## config.mk

```make
export PLATFORM = sky130hd
export DESIGN_NAME = i2c_master_status_sequencer
export DESIGN_NICKNAME = d
export VERILOG_FILES = /design/src/sv/i2c_mss_pkg.sv /design/src/sv/i2c_mss_front.sv /design/src/sv/i2c_mss_queue.sv /design/src/sv/i2c_mss_back.sv /design/src/sv/i2c_master_status_sequencer.sv
export SDC_FILE = /design/constraint.sdc
export NUM_CORES = 2
export LEC_CHECK = 0
export BUFFER_PORTS_ARGS = -buffer_cell sky130_fd_sc_hd__buf_2
export CORE_AREA = 2 2 471 379
export DETAILED_ROUTE_END_ITERATION = 7
export DIE_AREA = 0 0 473 381
export PLACE_DENSITY_LB_ADDON = 0.3
export SYNTH_ARGS = -nofsm -noshare
export SYNTH_HDL_FRONTEND = slang
export SYNTH_SLANG_ARGS = --single-unit
export TNS_END_PERCENT = 20
```

## constraint.sdc

```tcl
create_clock -name aclk -period 4.8 [get_ports aclk]
set_input_delay 0.48 -clock aclk [delete_from_list [all_inputs] [get_ports aclk]]
set_output_delay 0.48 -clock aclk [all_outputs]
set_load 0.005 [all_outputs]
```

## src/sv/i2c_mss_pkg.sv

```systemverilog
// shared types, codes and constants of the i2c master status sequencer
package i2c_mss_pkg;

    localparam int BUFFER_DEPTH_DEF = 256;
    localparam int QUEUE_AW         = 1;
    localparam int QUEUE_DEPTH      = 2 ** QUEUE_AW;

    // controller status codes
    localparam logic [7:0] ST_START_SENT   = 8'h08;
    localparam logic [7:0] ST_RESTART_SENT = 8'h10;
    localparam logic [7:0] ST_ADDR_W_ACK   = 8'h18;
    localparam logic [7:0] ST_DATA_W_ACK   = 8'h28;
    localparam logic [7:0] ST_ADDR_R_ACK   = 8'h40;
    localparam logic [7:0] ST_DATA_R_ACK   = 8'h50;
    localparam logic [7:0] ST_DATA_R_NACK  = 8'h58;

    // configuration register indexes
    localparam logic [1:0] REG_SLAVE_ADDR = 2'd0;
    localparam logic [1:0] REG_OFFSET     = 2'd1;
    localparam logic [1:0] REG_LENGTH     = 2'd2;
    localparam logic [1:0] REG_DIRECTION  = 2'd3;

    typedef enum logic [1:0] {
        FUNC_START  = 2'd0,
        FUNC_STATUS = 2'd1,
        FUNC_BUF_WR = 2'd2,
        FUNC_BUF_RD = 2'd3
    } func_t;

    typedef enum logic [2:0] {
        CMD_NONE     = 3'd0,
        CMD_START    = 3'd1,
        CMD_SI       = 3'd2,
        CMD_SI_ACK   = 3'd3,
        CMD_RESTART  = 3'd4,
        CMD_STOP     = 3'd5,
        CMD_CLR_TMO  = 3'd6
    } cmd_t;

    typedef enum logic [2:0] {
        OP_START,
        OP_TIMEOUT,
        OP_STATUS,
        OP_BUF_WR,
        OP_BUF_RD
    } op_kind_t;

    typedef enum logic [2:0] {
        SK_START_SENT,
        SK_RESTART_SENT,
        SK_ADDR_W_ACK,
        SK_DATA_W_ACK,
        SK_ADDR_R_ACK,
        SK_DATA_R_ACK,
        SK_OTHER
    } stat_kind_t;

    typedef struct packed {
        logic [1:0] func;
        logic [7:0] bus_status;
        logic       timeout_seen;
        logic [7:0] rx_byte;
        logic [7:0] buf_index;
        logic [7:0] buf_data;
    } in_item_t;

    typedef struct packed {
        logic [2:0] command;
        logic       tx_valid;
        logic [7:0] tx_byte;
        logic       done_res;
        logic [7:0] read_byte;
    } out_item_t;

    typedef struct packed {
        logic [7:0] slave_addr;
        logic [7:0] buffer_offset;
        logic [7:0] transfer_length;
        logic       direction;
    } cfg_t;

    // classified item as it travels from front to back
    typedef struct packed {
        op_kind_t   kind;
        stat_kind_t stat;
        logic [7:0] rx_byte;
        logic [7:0] buf_index;
        logic [7:0] buf_data;
    } op_t;

endpackage

```

## src/sv/i2c_mss_front.sv

```systemverilog
// front end: classifies an incoming transfer into an operation
module i2c_mss_front (
    input  i2c_mss_pkg::in_item_t item,
    output i2c_mss_pkg::op_t      op
);
    import i2c_mss_pkg::*;

    always_comb begin
        op.rx_byte   = item.rx_byte;
        op.buf_index = item.buf_index;
        op.buf_data  = item.buf_data;
        case (item.bus_status)
            ST_START_SENT:   op.stat = SK_START_SENT;
            ST_RESTART_SENT: op.stat = SK_RESTART_SENT;
            ST_ADDR_W_ACK:   op.stat = SK_ADDR_W_ACK;
            ST_DATA_W_ACK:   op.stat = SK_DATA_W_ACK;
            ST_ADDR_R_ACK:   op.stat = SK_ADDR_R_ACK;
            ST_DATA_R_ACK:   op.stat = SK_DATA_R_ACK;
            // data nack, address nack and unknown codes all end in stop
            default:         op.stat = SK_OTHER;
        endcase
        case (func_t'(item.func))
            FUNC_START:  op.kind = OP_START;
            FUNC_STATUS: op.kind = item.timeout_seen ? OP_TIMEOUT : OP_STATUS;
            FUNC_BUF_WR: op.kind = OP_BUF_WR;
            FUNC_BUF_RD: op.kind = OP_BUF_RD;
            default:     op.kind = OP_BUF_RD;
        endcase
    end

endmodule

```

## src/sv/i2c_mss_queue.sv

```systemverilog
// short queue of classified operations between front and back
module i2c_mss_queue (
    input  logic                 aclk,
    input  logic                 aresetn,
    input  logic                 push,
    input  i2c_mss_pkg::op_t     push_op,
    output logic                 full,
    output logic                 not_empty,
    input  logic                 pop,
    output i2c_mss_pkg::op_t     head_op
);
    import i2c_mss_pkg::*;

    op_t                 mem_reg [QUEUE_DEPTH];
    logic [QUEUE_AW-1:0] wr_ptr_reg, wr_ptr_next;
    logic [QUEUE_AW-1:0] rd_ptr_reg, rd_ptr_next;
    logic [QUEUE_AW:0]   count_reg, count_next;

    assign full      = (count_reg == QUEUE_AW'(0) + (QUEUE_AW+1)'(QUEUE_DEPTH));
    assign not_empty = (count_reg != '0);
    assign head_op   = mem_reg[rd_ptr_reg];

    always_comb begin
        wr_ptr_next = push ? wr_ptr_reg + 1'b1 : wr_ptr_reg;
        rd_ptr_next = pop  ? rd_ptr_reg + 1'b1 : rd_ptr_reg;
        count_next  = count_reg;
        if (push && !pop) begin
            count_next = count_reg + 1'b1;
        end else if (pop && !push) begin
            count_next = count_reg - 1'b1;
        end
    end

    always_ff @(posedge aclk) begin
        if (!aresetn) begin
            wr_ptr_reg <= '0;
            rd_ptr_reg <= '0;
            count_reg  <= '0;
        end else begin
            wr_ptr_reg <= wr_ptr_next;
            rd_ptr_reg <= rd_ptr_next;
            count_reg  <= count_next;
        end
    end

    always_ff @(posedge aclk) begin
        if (push) begin
            mem_reg[wr_ptr_reg] <= push_op;
        end
    end

endmodule

```

## src/sv/i2c_mss_back.sv

```systemverilog
// back end: sequencer state, data buffer and registered result stage
module i2c_mss_back #(
    parameter int BUFFER_DEPTH = i2c_mss_pkg::BUFFER_DEPTH_DEF
) (
    input  logic                   aclk,
    input  logic                   aresetn,
    input  i2c_mss_pkg::cfg_t      cfg,
    input  logic                   op_valid,
    input  i2c_mss_pkg::op_t       op,
    output logic                   op_pop,
    output logic                   m_valid,
    input  logic                   m_ready,
    output i2c_mss_pkg::out_item_t m_data
);
    import i2c_mss_pkg::*;

    localparam int ADDR_W = $clog2(BUFFER_DEPTH);

    logic [7:0]        buf_mem [BUFFER_DEPTH];
    logic [7:0]        mem_q_reg;

    logic [7:0]        byte_count_reg, byte_count_next;
    logic              end_flag_reg, end_flag_next;
    logic              armed_reg, armed_next;

    logic              out_valid_reg;
    cmd_t              cmd_reg, cmd_next;
    logic              txv_reg, txv_next;
    logic [7:0]        tx_byte_reg, tx_byte_next;
    logic              tx_mem_reg, tx_mem_next;
    logic              rd_mem_reg, rd_mem_next;
    logic              done_reg;

    logic [8:0]        pos_sum;
    logic [ADDR_W-1:0] pos_addr;
    logic [ADDR_W-1:0] mem_addr;
    logic              mem_rd, mem_wr;
    logic [7:0]        mem_wdata;
    logic [7:0]        count_inc;

    assign op_pop    = op_valid && (!out_valid_reg || m_ready);
    assign pos_sum   = {1'b0, cfg.buffer_offset} + {1'b0, byte_count_reg};
    assign pos_addr  = pos_sum[ADDR_W-1:0];
    assign count_inc = byte_count_reg + 8'd1;

    always_comb begin
        byte_count_next = byte_count_reg;
        end_flag_next   = end_flag_reg;
        armed_next      = armed_reg;
        cmd_next        = CMD_NONE;
        txv_next        = 1'b0;
        tx_byte_next    = '0;
        tx_mem_next     = 1'b0;
        rd_mem_next     = 1'b0;
        mem_rd          = 1'b0;
        mem_wr          = 1'b0;
        mem_addr        = op.buf_index[ADDR_W-1:0];
        mem_wdata       = op.buf_data;
        case (op.kind)
            OP_START: begin
                end_flag_next = 1'b0;
                armed_next    = 1'b1;
                cmd_next      = CMD_START;
            end
            OP_TIMEOUT: begin
                cmd_next = CMD_CLR_TMO;
            end
            OP_STATUS: begin
                if (armed_reg) begin
                    cmd_next = CMD_STOP;
                    case (op.stat)
                        SK_START_SENT: begin
                            byte_count_next = '0;
                            txv_next        = 1'b1;
                            tx_byte_next    = cfg.slave_addr;
                            cmd_next        = CMD_SI;
                        end
                        SK_ADDR_W_ACK: begin
                            txv_next     = 1'b1;
                            tx_byte_next = cfg.buffer_offset;
                            cmd_next     = CMD_SI;
                        end
                        SK_DATA_W_ACK: begin
                            if (cfg.direction) begin
                                cmd_next = CMD_RESTART;
                            end else if (byte_count_reg < cfg.transfer_length) begin
                                // next payload byte comes from the buffer
                                mem_rd          = 1'b1;
                                mem_addr        = pos_addr;
                                txv_next        = 1'b1;
                                tx_mem_next     = 1'b1;
                                byte_count_next = count_inc;
                                cmd_next        = CMD_SI;
                            end
                        end
                        SK_RESTART_SENT: begin
                            if (cfg.direction) begin
                                txv_next     = 1'b1;
                                tx_byte_next = cfg.slave_addr + 8'd1;
                                cmd_next     = CMD_SI_ACK;
                            end
                        end
                        SK_ADDR_R_ACK: begin
                            if (cfg.direction) begin
                                cmd_next = CMD_SI_ACK;
                            end
                        end
                        SK_DATA_R_ACK: begin
                            if (cfg.direction) begin
                                mem_wr          = 1'b1;
                                mem_addr        = pos_addr;
                                mem_wdata       = op.rx_byte;
                                byte_count_next = count_inc;
                                // nack goes out after the last stored byte
                                cmd_next = (count_inc < cfg.transfer_length) ?
                                           CMD_SI_ACK : CMD_SI;
                            end
                        end
                        default: begin
                            cmd_next = CMD_STOP;
                        end
                    endcase
                    if (cmd_next == CMD_STOP) begin
                        end_flag_next = 1'b1;
                    end
                end
            end
            OP_BUF_WR: begin
                mem_wr = 1'b1;
            end
            OP_BUF_RD: begin
                mem_rd      = 1'b1;
                rd_mem_next = 1'b1;
            end
            default: begin
                cmd_next = CMD_NONE;
            end
        endcase
    end

    always_ff @(posedge aclk) begin
        if (!aresetn) begin
            byte_count_reg <= '0;
            end_flag_reg   <= 1'b0;
            armed_reg      <= 1'b0;
            out_valid_reg  <= 1'b0;
        end else begin
            if (op_pop) begin
                byte_count_reg <= byte_count_next;
                end_flag_reg   <= end_flag_next;
                armed_reg      <= armed_next;
                out_valid_reg  <= 1'b1;
            end else if (m_ready) begin
                out_valid_reg  <= 1'b0;
            end
        end
    end

    always_ff @(posedge aclk) begin
        if (op_pop) begin
            cmd_reg     <= cmd_next;
            txv_reg     <= txv_next;
            tx_byte_reg <= tx_byte_next;
            tx_mem_reg  <= tx_mem_next;
            rd_mem_reg  <= rd_mem_next;
            done_reg    <= end_flag_next;
        end
    end

    always_ff @(posedge aclk) begin
        if (op_pop && mem_wr) begin
            buf_mem[mem_addr] <= mem_wdata;
        end
        if (op_pop && mem_rd) begin
            mem_q_reg <= buf_mem[mem_addr];
        end
    end

    assign m_valid          = out_valid_reg;
    assign m_data.command   = cmd_reg;
    assign m_data.tx_valid  = txv_reg;
    assign m_data.tx_byte   = tx_mem_reg ? mem_q_reg : tx_byte_reg;
    assign m_data.done_res  = done_reg;
    assign m_data.read_byte = rd_mem_reg ? mem_q_reg : 8'd0;

endmodule

```

## src/sv/i2c_master_status_sequencer.sv

```systemverilog
// top level of the i2c master status sequencer
//
// turns controller status codes into i2c master commands for a register-offset
// transfer. every input transfer (start, status event, host buffer write or
// read) gives exactly one result transfer. the front end classifies the item
// and pushes it into a two-entry queue; the back end takes one item per clock
// while the result stage is empty or being taken, updates the byte counter and
// end flag, accesses the data buffer (one read-or-write port) and loads the
// registered result stage. a new item can be accepted every cycle while the
// queue is not full. the buffer has no reset: reading an entry that was never
// written returns an unspecified byte. BUFFER_DEPTH must be a power
// of two, since buffer indexes wrap by dropping upper bits. configuration
// registers are written through cfg_wen/cfg_idx/cfg_data and must only change
// while no transfer is in flight.
module i2c_master_status_sequencer #(
    parameter int BUFFER_DEPTH = i2c_mss_pkg::BUFFER_DEPTH_DEF
) (
    input  logic                   aclk,
    input  logic                   aresetn,
    // configuration write port
    input  logic                   cfg_wen,
    input  logic [1:0]             cfg_idx,
    input  logic [7:0]             cfg_data,
    // input channel
    input  logic                   s_valid,
    output logic                   s_ready,
    input  i2c_mss_pkg::in_item_t  s_data,
    // result channel
    output logic                   m_valid,
    input  logic                   m_ready,
    output i2c_mss_pkg::out_item_t m_data
);
    import i2c_mss_pkg::*;

    cfg_t cfg_reg;
    op_t  front_op;
    op_t  head_op;
    logic q_full;
    logic q_not_empty;
    logic q_pop;
    logic q_push;

    // configuration registers, read live by the back end
    always_ff @(posedge aclk) begin
        if (!aresetn) begin
            cfg_reg <= '0;
        end else if (cfg_wen) begin
            case (cfg_idx)
                REG_SLAVE_ADDR: cfg_reg.slave_addr      <= cfg_data;
                REG_OFFSET:     cfg_reg.buffer_offset   <= cfg_data;
                REG_LENGTH:     cfg_reg.transfer_length <= cfg_data;
                REG_DIRECTION:  cfg_reg.direction       <= cfg_data[0];
                default:        cfg_reg                 <= cfg_reg;
            endcase
        end
    end

    // accept while the queue has room, independent of the result side
    assign s_ready = !q_full;
    assign q_push  = s_valid && s_ready;

    i2c_mss_front u_front (
        .item (s_data),
        .op   (front_op)
    );

    i2c_mss_queue u_queue (
        .aclk      (aclk),
        .aresetn   (aresetn),
        .push      (q_push),
        .push_op   (front_op),
        .full      (q_full),
        .not_empty (q_not_empty),
        .pop       (q_pop),
        .head_op   (head_op)
    );

    i2c_mss_back #(
        .BUFFER_DEPTH (BUFFER_DEPTH)
    ) u_back (
        .aclk     (aclk),
        .aresetn  (aresetn),
        .cfg      (cfg_reg),
        .op_valid (q_not_empty),
        .op       (head_op),
        .op_pop   (q_pop),
        .m_valid  (m_valid),
        .m_ready  (m_ready),
        .m_data   (m_data)
    );

    // a start command always reports the transfer as not done
    a_start_clears_done: assert property (@(posedge aclk) disable iff (!aresetn)
        m_valid && (m_data.command == CMD_START) |-> !m_data.done_res)
        else $error("start result with done set");

    // every stop command reports the transfer as done
    a_stop_sets_done: assert property (@(posedge aclk) disable iff (!aresetn)
        m_valid && (m_data.command == CMD_STOP) |-> m_data.done_res)
        else $error("stop result without done");

    // buffer read data only travels with results that carry no command
    a_read_no_cmd: assert property (@(posedge aclk) disable iff (!aresetn)
        m_valid && (m_data.command != CMD_NONE) |-> (m_data.read_byte == 8'd0))
        else $error("read data on a command result");

    // a byte to send always comes with an i2c serial interrupt clear
    a_tx_with_si: assert property (@(posedge aclk) disable iff (!aresetn)
        m_valid && m_data.tx_valid |->
            (m_data.command == CMD_SI) || (m_data.command == CMD_SI_ACK))
        else $error("tx byte without si command");

endmodule
```

After elaboration in Yosys (flattened, before gate mapping):

Memory sizes are Yosys's and may differ from the RTL's. A register that Yosys moved wholly into a read port is not among the register bits.
Cells that the tools add are included.

* bits in registers: 55
* latch bits: 0
* bits in writable memories: 2108
* ROM bits: 0
* bits of input ports: 50
* output and inout bits: 23
* word-level logic and storage cells: 137
* memories kept: 2

* $add $sub $neg: 7
* multipliers: 0
* div/mod/pow operators: 0
* $lt $le $gt $ge: 2
* equality and inequality tests: 26
* shift-type cells: 0
* mux-type cells: 55
* bitwise gates (word level): 0
* reductions and logical operators: 28

Memories
* u_back.buf_mem: depth 256, width 8, read ports 1, clocked after Yosys merged registers in 1, write ports 1, line i2c_mss_back.sv:19 `logic [7:0] buf_mem [BUFFER_DEPTH];`
* u_queue.mem_reg: depth 2, width 30, read ports 1, clocked after Yosys merged registers in 1, write ports 1, line i2c_mss_queue.sv:14 `op_t mem_reg [QUEUE_DEPTH];`

Operators with widths (count)
* $mux 8: 15
* $pmux 8 s3: 2
* $pmux 3 s4: 2
* $mux 3: 7
* $mux 1: 19
* $pmux 3 s6: 1
* $add 8x1->8 const B: 2
* $eq 8x5->1 const B: 2
* $eq 8x7->1 const B: 2
* $lt 8x8->1: 2
* $pmux 8 s2: 1
* $eq 3x2->1 const B: 4
* $eq 3x3->1 const B: 4
* $reduce_and 2->1: 6
* $eq 2x2->1 const B: 5
* $pmux 3 s3: 1
* $add 8x8->8: 1
* $eq 8x4->1 const B: 1
* $eq 8x6->1 const B: 1
* $reduce_and 7->1: 1
* $eq 3x1->1 const B: 2
* $logic_and 1x1->1: 6
* $logic_not 3->1: 2
* $mux 2: 3
* other kinds (14): 26

Logic depth before layout (Yosys ltp):

* depth in word-level cells: 11
* gate-level depth with buffers: 18
* mapped depth without buffers: 13

By module:

Synthesis repeated with hierarchy kept, for this count alone.

* cells, all modules: 5887
* area total of the unflattened synthesis: 86584.3 um^2

By module, submodules not included
* i2c_mss_back: instances 1, cells each 5636, area an instance 82958.3 um^2, seq. area each 62409.9 um^2
* i2c_mss_queue: instances 1, cells each 115, area an instance 2376.0 um^2, seq. area each 1901.8 um^2
* i2c_master_status_sequencer: instances 1, cells each 96, area an instance 952.2 um^2, seq. area each 500.5 um^2
* i2c_mss_front: instances 1, cells each 40, area an instance 297.8 um^2, seq. area each 0.0 um^2

Worst setup path before layout:

OpenSTA, ideal clock, no wires.

* kind: register -> register
* from: register (tool-made name)
* to: memory u_back.buf_mem[0][0], data pin
* setup time: 551 ps
* data arrival time: 3436 ps
* data required time: 4249 ps
* setup slack: 812 ps
* cell stages (with the launch flop): 6
* path buffers: 4
* clock period less this slack: 3988 ps
* cell sequence: dfxtp_1 buf_4 clkbuf_1 clkbuf_1 buf_2 mux4_2

RTL lines (line)
* end: declaration: i2c_mss_back.sv:19

Worst setup path after layout:

* from: register u_back.byte_count_reg[0]
* to: memory u_back.buf_mem[175][5], enable pin

* word-level cells in the longest chain between the ends: 6
* elaborated cells between the ends (all ways): 8
* classes of those cells: add/sub: 1; order compare: 1; mux: 6

RTL lines
* start: declaration: line i2c_mss_back.sv:22 `logic [7:0] byte_count_reg, byte_count_next;`
* start signal: assignment: line i2c_mss_back.sv:149 `byte_count_reg <= byte_count_next;`
* $add 8x8->8 or $lt 8x8->1 (tied branches): line i2c_mss_back.sv:42, i2c_mss_back.sv:86
* $mux 8: line i2c_mss_back.sv:86 `end else if (byte_count_reg < cfg.transfer_length) begin`
* $mux 8: line i2c_mss_back.sv:84 `if (cfg.direction) begin`
* $pmux 8 s2 *: line i2c_mss_back.sv:71 `case (op.stat)`
* $mux 8 *: line i2c_mss_back.sv:69 `if (armed_reg) begin`
* $mux 8 *: line i2c_mss_back.sv:59 `case (op.kind)`

Every way passes the cells marked *; elsewhere a longest branch is shown, timed or not.

==> reports/metrics.yaml <==
status:
  status: "finished clean"
worst_setup_path:
  worstPathArrival_ns: 5.26
  slowest_delay_ns: 0.76
  rr_worst_depth: 11
  start_kind: "flop"
  cp_common_cell: "buf_4"
  crit_fanout: 27
  crit_path_cell_trace: "buf_4 > ha_1 > fa_1 > a21o_1 > a21oi_1 > xnor2_1 > a2111oi_0 > mux2_2 > buf_4 > nand2b_1 > nor2_1"
  cp.required_ns: 5.26
  r2r-end: "u_back.buf_mem[175][5]$_DFFE_PP_"
  worstSetupPathType: "flop to flop"
  worst_path_max_delay_cell: "nor2_1"
  r2r-start: "u_back.byte_count_reg[0]$_SDFFE_PN0P_"
  crit_path_end_kind: "flop"
  r2r_slack_ns: 0.005
grt:
  grt-ovfl-total: 0
  grt_use_total_pct: 23.9
  grt_pass1_wl_um: 314000
  grt_pass1_vias: 45600
  antenna_found_initial: 7
  grt_start_max_net_pins: 131
floorplan:
  initial_core_util_pct: 48.7
  core_area_um2: 176000
  ios: 73
  dieArea_um2: 180000
  dieHeight_um: 381
  die_w_um: 473
  rows: 138
drt:
  vias: 47200
  drtIter0Drc: 6242
  routed_wl_um: 221000
  wl_per_cell_um: 28.1
  ant_nets: 0
  routed_via_density: 6.00
  drc: 0
  dr.pass1.iters: 5
worst_hold_path:
  hold_depth: 4
  hp-start: "cfg_idx[1]"
  hold_class: "primary input to flop"
  holdPathEnd: "cfg_reg[0]$_SDFFE_PN0P_"
logic_synthesis:
  syn_area_um2: 85700
  synthCells: 4797
  synth-edff-count: 2131
  avgSynthCellArea_um2: 17.9
  seq_area_frac_synth_pct: 75.7
  synthArstFlopShare_pct: 0
  yosys_warnings: 0
  synth_seq_cells: 2172
  post_synth_num_cell_types: 67
  synth_flop_cell: "edfxtp_1"
  syn_nets: 4872
placement:
  dp.cells: 7452
  post_dp_cell_area_um2: 92300
  place.gp.congestion: 0.864
  port_buffers: 72
  dpl.hpwl_um: 137000
clocking:
  cts_tree: "built"
  clk_latency_ns: 0.85
  clockBufferDepth: 3
  root_buffer: "clkbuf_16"
  cts.sinks: 2172
  cts-buffers-inserted: 197
  path_clk_slew_ns: 0.07
  htreeDepth: 4
layout:
  largest_reg_flops: 2048
  final_area_um2: 99600
  fin_nets: 5474
  syn2layout_area_growth_pct: 16.2
  mostFrequentLayoutCell: "edfxtp_1"
  stdcell_count: 7861
  drive_above_1_share_pct: 20.7
  final_cell_mix: "edfxtp_1, mux2i_1, buf_4, o22ai_1, nor2_1"
timing:
  setup-violations-final: 0
  hold_viol_final: 0
  clock_skew_ns: 0.0471
  maxSlewHeadroom_pct: 25.5
  rsz0062_at_grt: "true"
  holdWs_ns: 0.0668
  fmax_ghz: 0.209
  fin_crit_sh_pct: 99.9
  fin_crit_ns: 4.79
  tightestPinTransition_ns: 1.09
  maxSlewViolCount: 0
power_and_ir_drop:
  power_density_nw_per_um2: 491
  p_leak_nw: 34.4
  irDropWorstVdd_v: 0.000445
run:
  maxCapViolCount: 0
cells by family after synthesis:
logic type | after synthesis | synth area share, %
AO/OA/AOI/OAI | 635 | 4.82
AND/OR/NAND/NOR | 632 | 3.51
flip-flops | 2172 | 75.7
multiplexers | 998 | 13.2
XOR/XNOR | 23 | 0.235
buffers and inverters | 312 | 2.18
adder cells (fa/ha/maj) | 25 | 0.374
report_power, final:
part           leakage (nW)  internal, mW  switching (mW)
Sequential             19.5          22.5           0.112
Combinational          11.9          4.06            7.19
Clock                  2.96          8.31            6.72
cell type report:
| type | instances | area (um^2) |
|---|---|---|
| Antenna cell | 2 | 5.00 |
| Clock buffer | 253 | 5280 |
| Clock inverter | 96 | 791 |
| Fill cell | 13200 | 76200 |
| Inverter | 15 | 56.3 |
| Multi-Input combinational cell | 2314 | 19600 |
| Sequential cell | 2172 | 64800 |
| Tap cell | 2310 | 2890 |
| Timing Repair Buffer | 699 | 6150 |
metal layers:
metal  vias to the layer above  track usage (%)  share of wire (%)
li1                      20500                -                  -
met1                     24000             35.2                 42
met2                      2317             35.4                 45
met3                       331             5.75                 10
met4                         4             7.18                2.7
met5                         -                0             0.0095
what timing repair did:
| item | in CTS | in global routing |
|---|---|---|
| pin swaps | 0 | 27 |
| resized for setup | 18 | 80 |
| hold buffers | 39 | 0 |
| gates cloned | 0 | 7 |
| endpoints found under the hold margin | 84 | 0 |
| buffers inserted | 0 | 12 |
| setup endpoints to repair | 6 | 28 |
critical path: cells and delay by family (launching register included):
kind | cells | cell delay [ns]
buffers and inverters | 2 | 0.68
xor gates and xnor gates | 1 | 0.14
AOI/OAI and AO/OA | 3 | 1.09
and+or+nand+nor | 2 | 1.16
DFF | 1 | 0.31
adders and majority gates | 2 | 0.64
muxes | 1 | 0.38
Yosys cell counts (17+ instances only):
library cell / instances / area (um^2)
nor4_1: 93 / 582
mux2_2: 18 / 203
nand3_1: 17 / 85.1
nor2_1: 301 / 1130
buf_4: 57 / 428
clkbuf_1: 135 / 507
o21ai_0: 51 / 255
ha_1: 24 / 300
buf_2: 45 / 225
o41ai_1: 24 / 210
and2_1: 21 / 131
mux4_2: 104 / 2340
nand2_1: 77 / 289
nor3_1: 26 / 130
edfxtp_1: 2131 / 64000
a22oi_1: 24 / 180
nand2b_1: 22 / 138
a21oi_1: 20 / 100
dfxtp_1: 41 / 821
mux2i_1: 875 / 8760
buf_6: 33 / 372
o22ai_1: 442 / 2770
nor2b_1: 28 / 175
how the worst max path moves through the flow:
stage / from / to / slack [ns]
after floorplan: flop / u_back.buf_mem[0][0]$_DFFE_PP_ / 0.81
after global placement: cfg_reg[7]$_SDFFE_PN0P_ / u_back.mem_q_reg[1]$_DFFE_PP_ / -0.47
after detailed placement: cfg_reg[7]$_SDFFE_PN0P_ / u_back.mem_q_reg[1]$_DFFE_PP_ / -0.37
after CTS: cfg_reg[7]$_SDFFE_PN0P_ / u_back.mem_q_reg[2]$_DFFE_PP_ / -0.07
after global routing: cfg_reg[8]$_SDFFE_PN0P_ / u_back.mem_q_reg[5]$_DFFE_PP_ / -0.11
final: u_back.byte_count_reg[0]$_SDFFE_PN0P_ / u_back.buf_mem[175][5]$_DFFE_PP_ / 0.005
stage by stage:
stage / setup TNS [ns] / power (mW) / setup WS (ns) / util, %
floorplan: 0 / 29.4 / 0.812 / -
CTS: -0.183 / 48.7 / -0.0674 / 56.2
global route: -0.436 / 50.4 / -0.106 / 56.6
finish: 0 / 48.9 / 0.00535 / 56.6
global placement: -2.08 / 33.5 / -0.468 / 52.5
detailed placement: -1.59 / 33.7 / -0.365 / 52.5
Note: power is estimated with default switching activity, not from simulation.
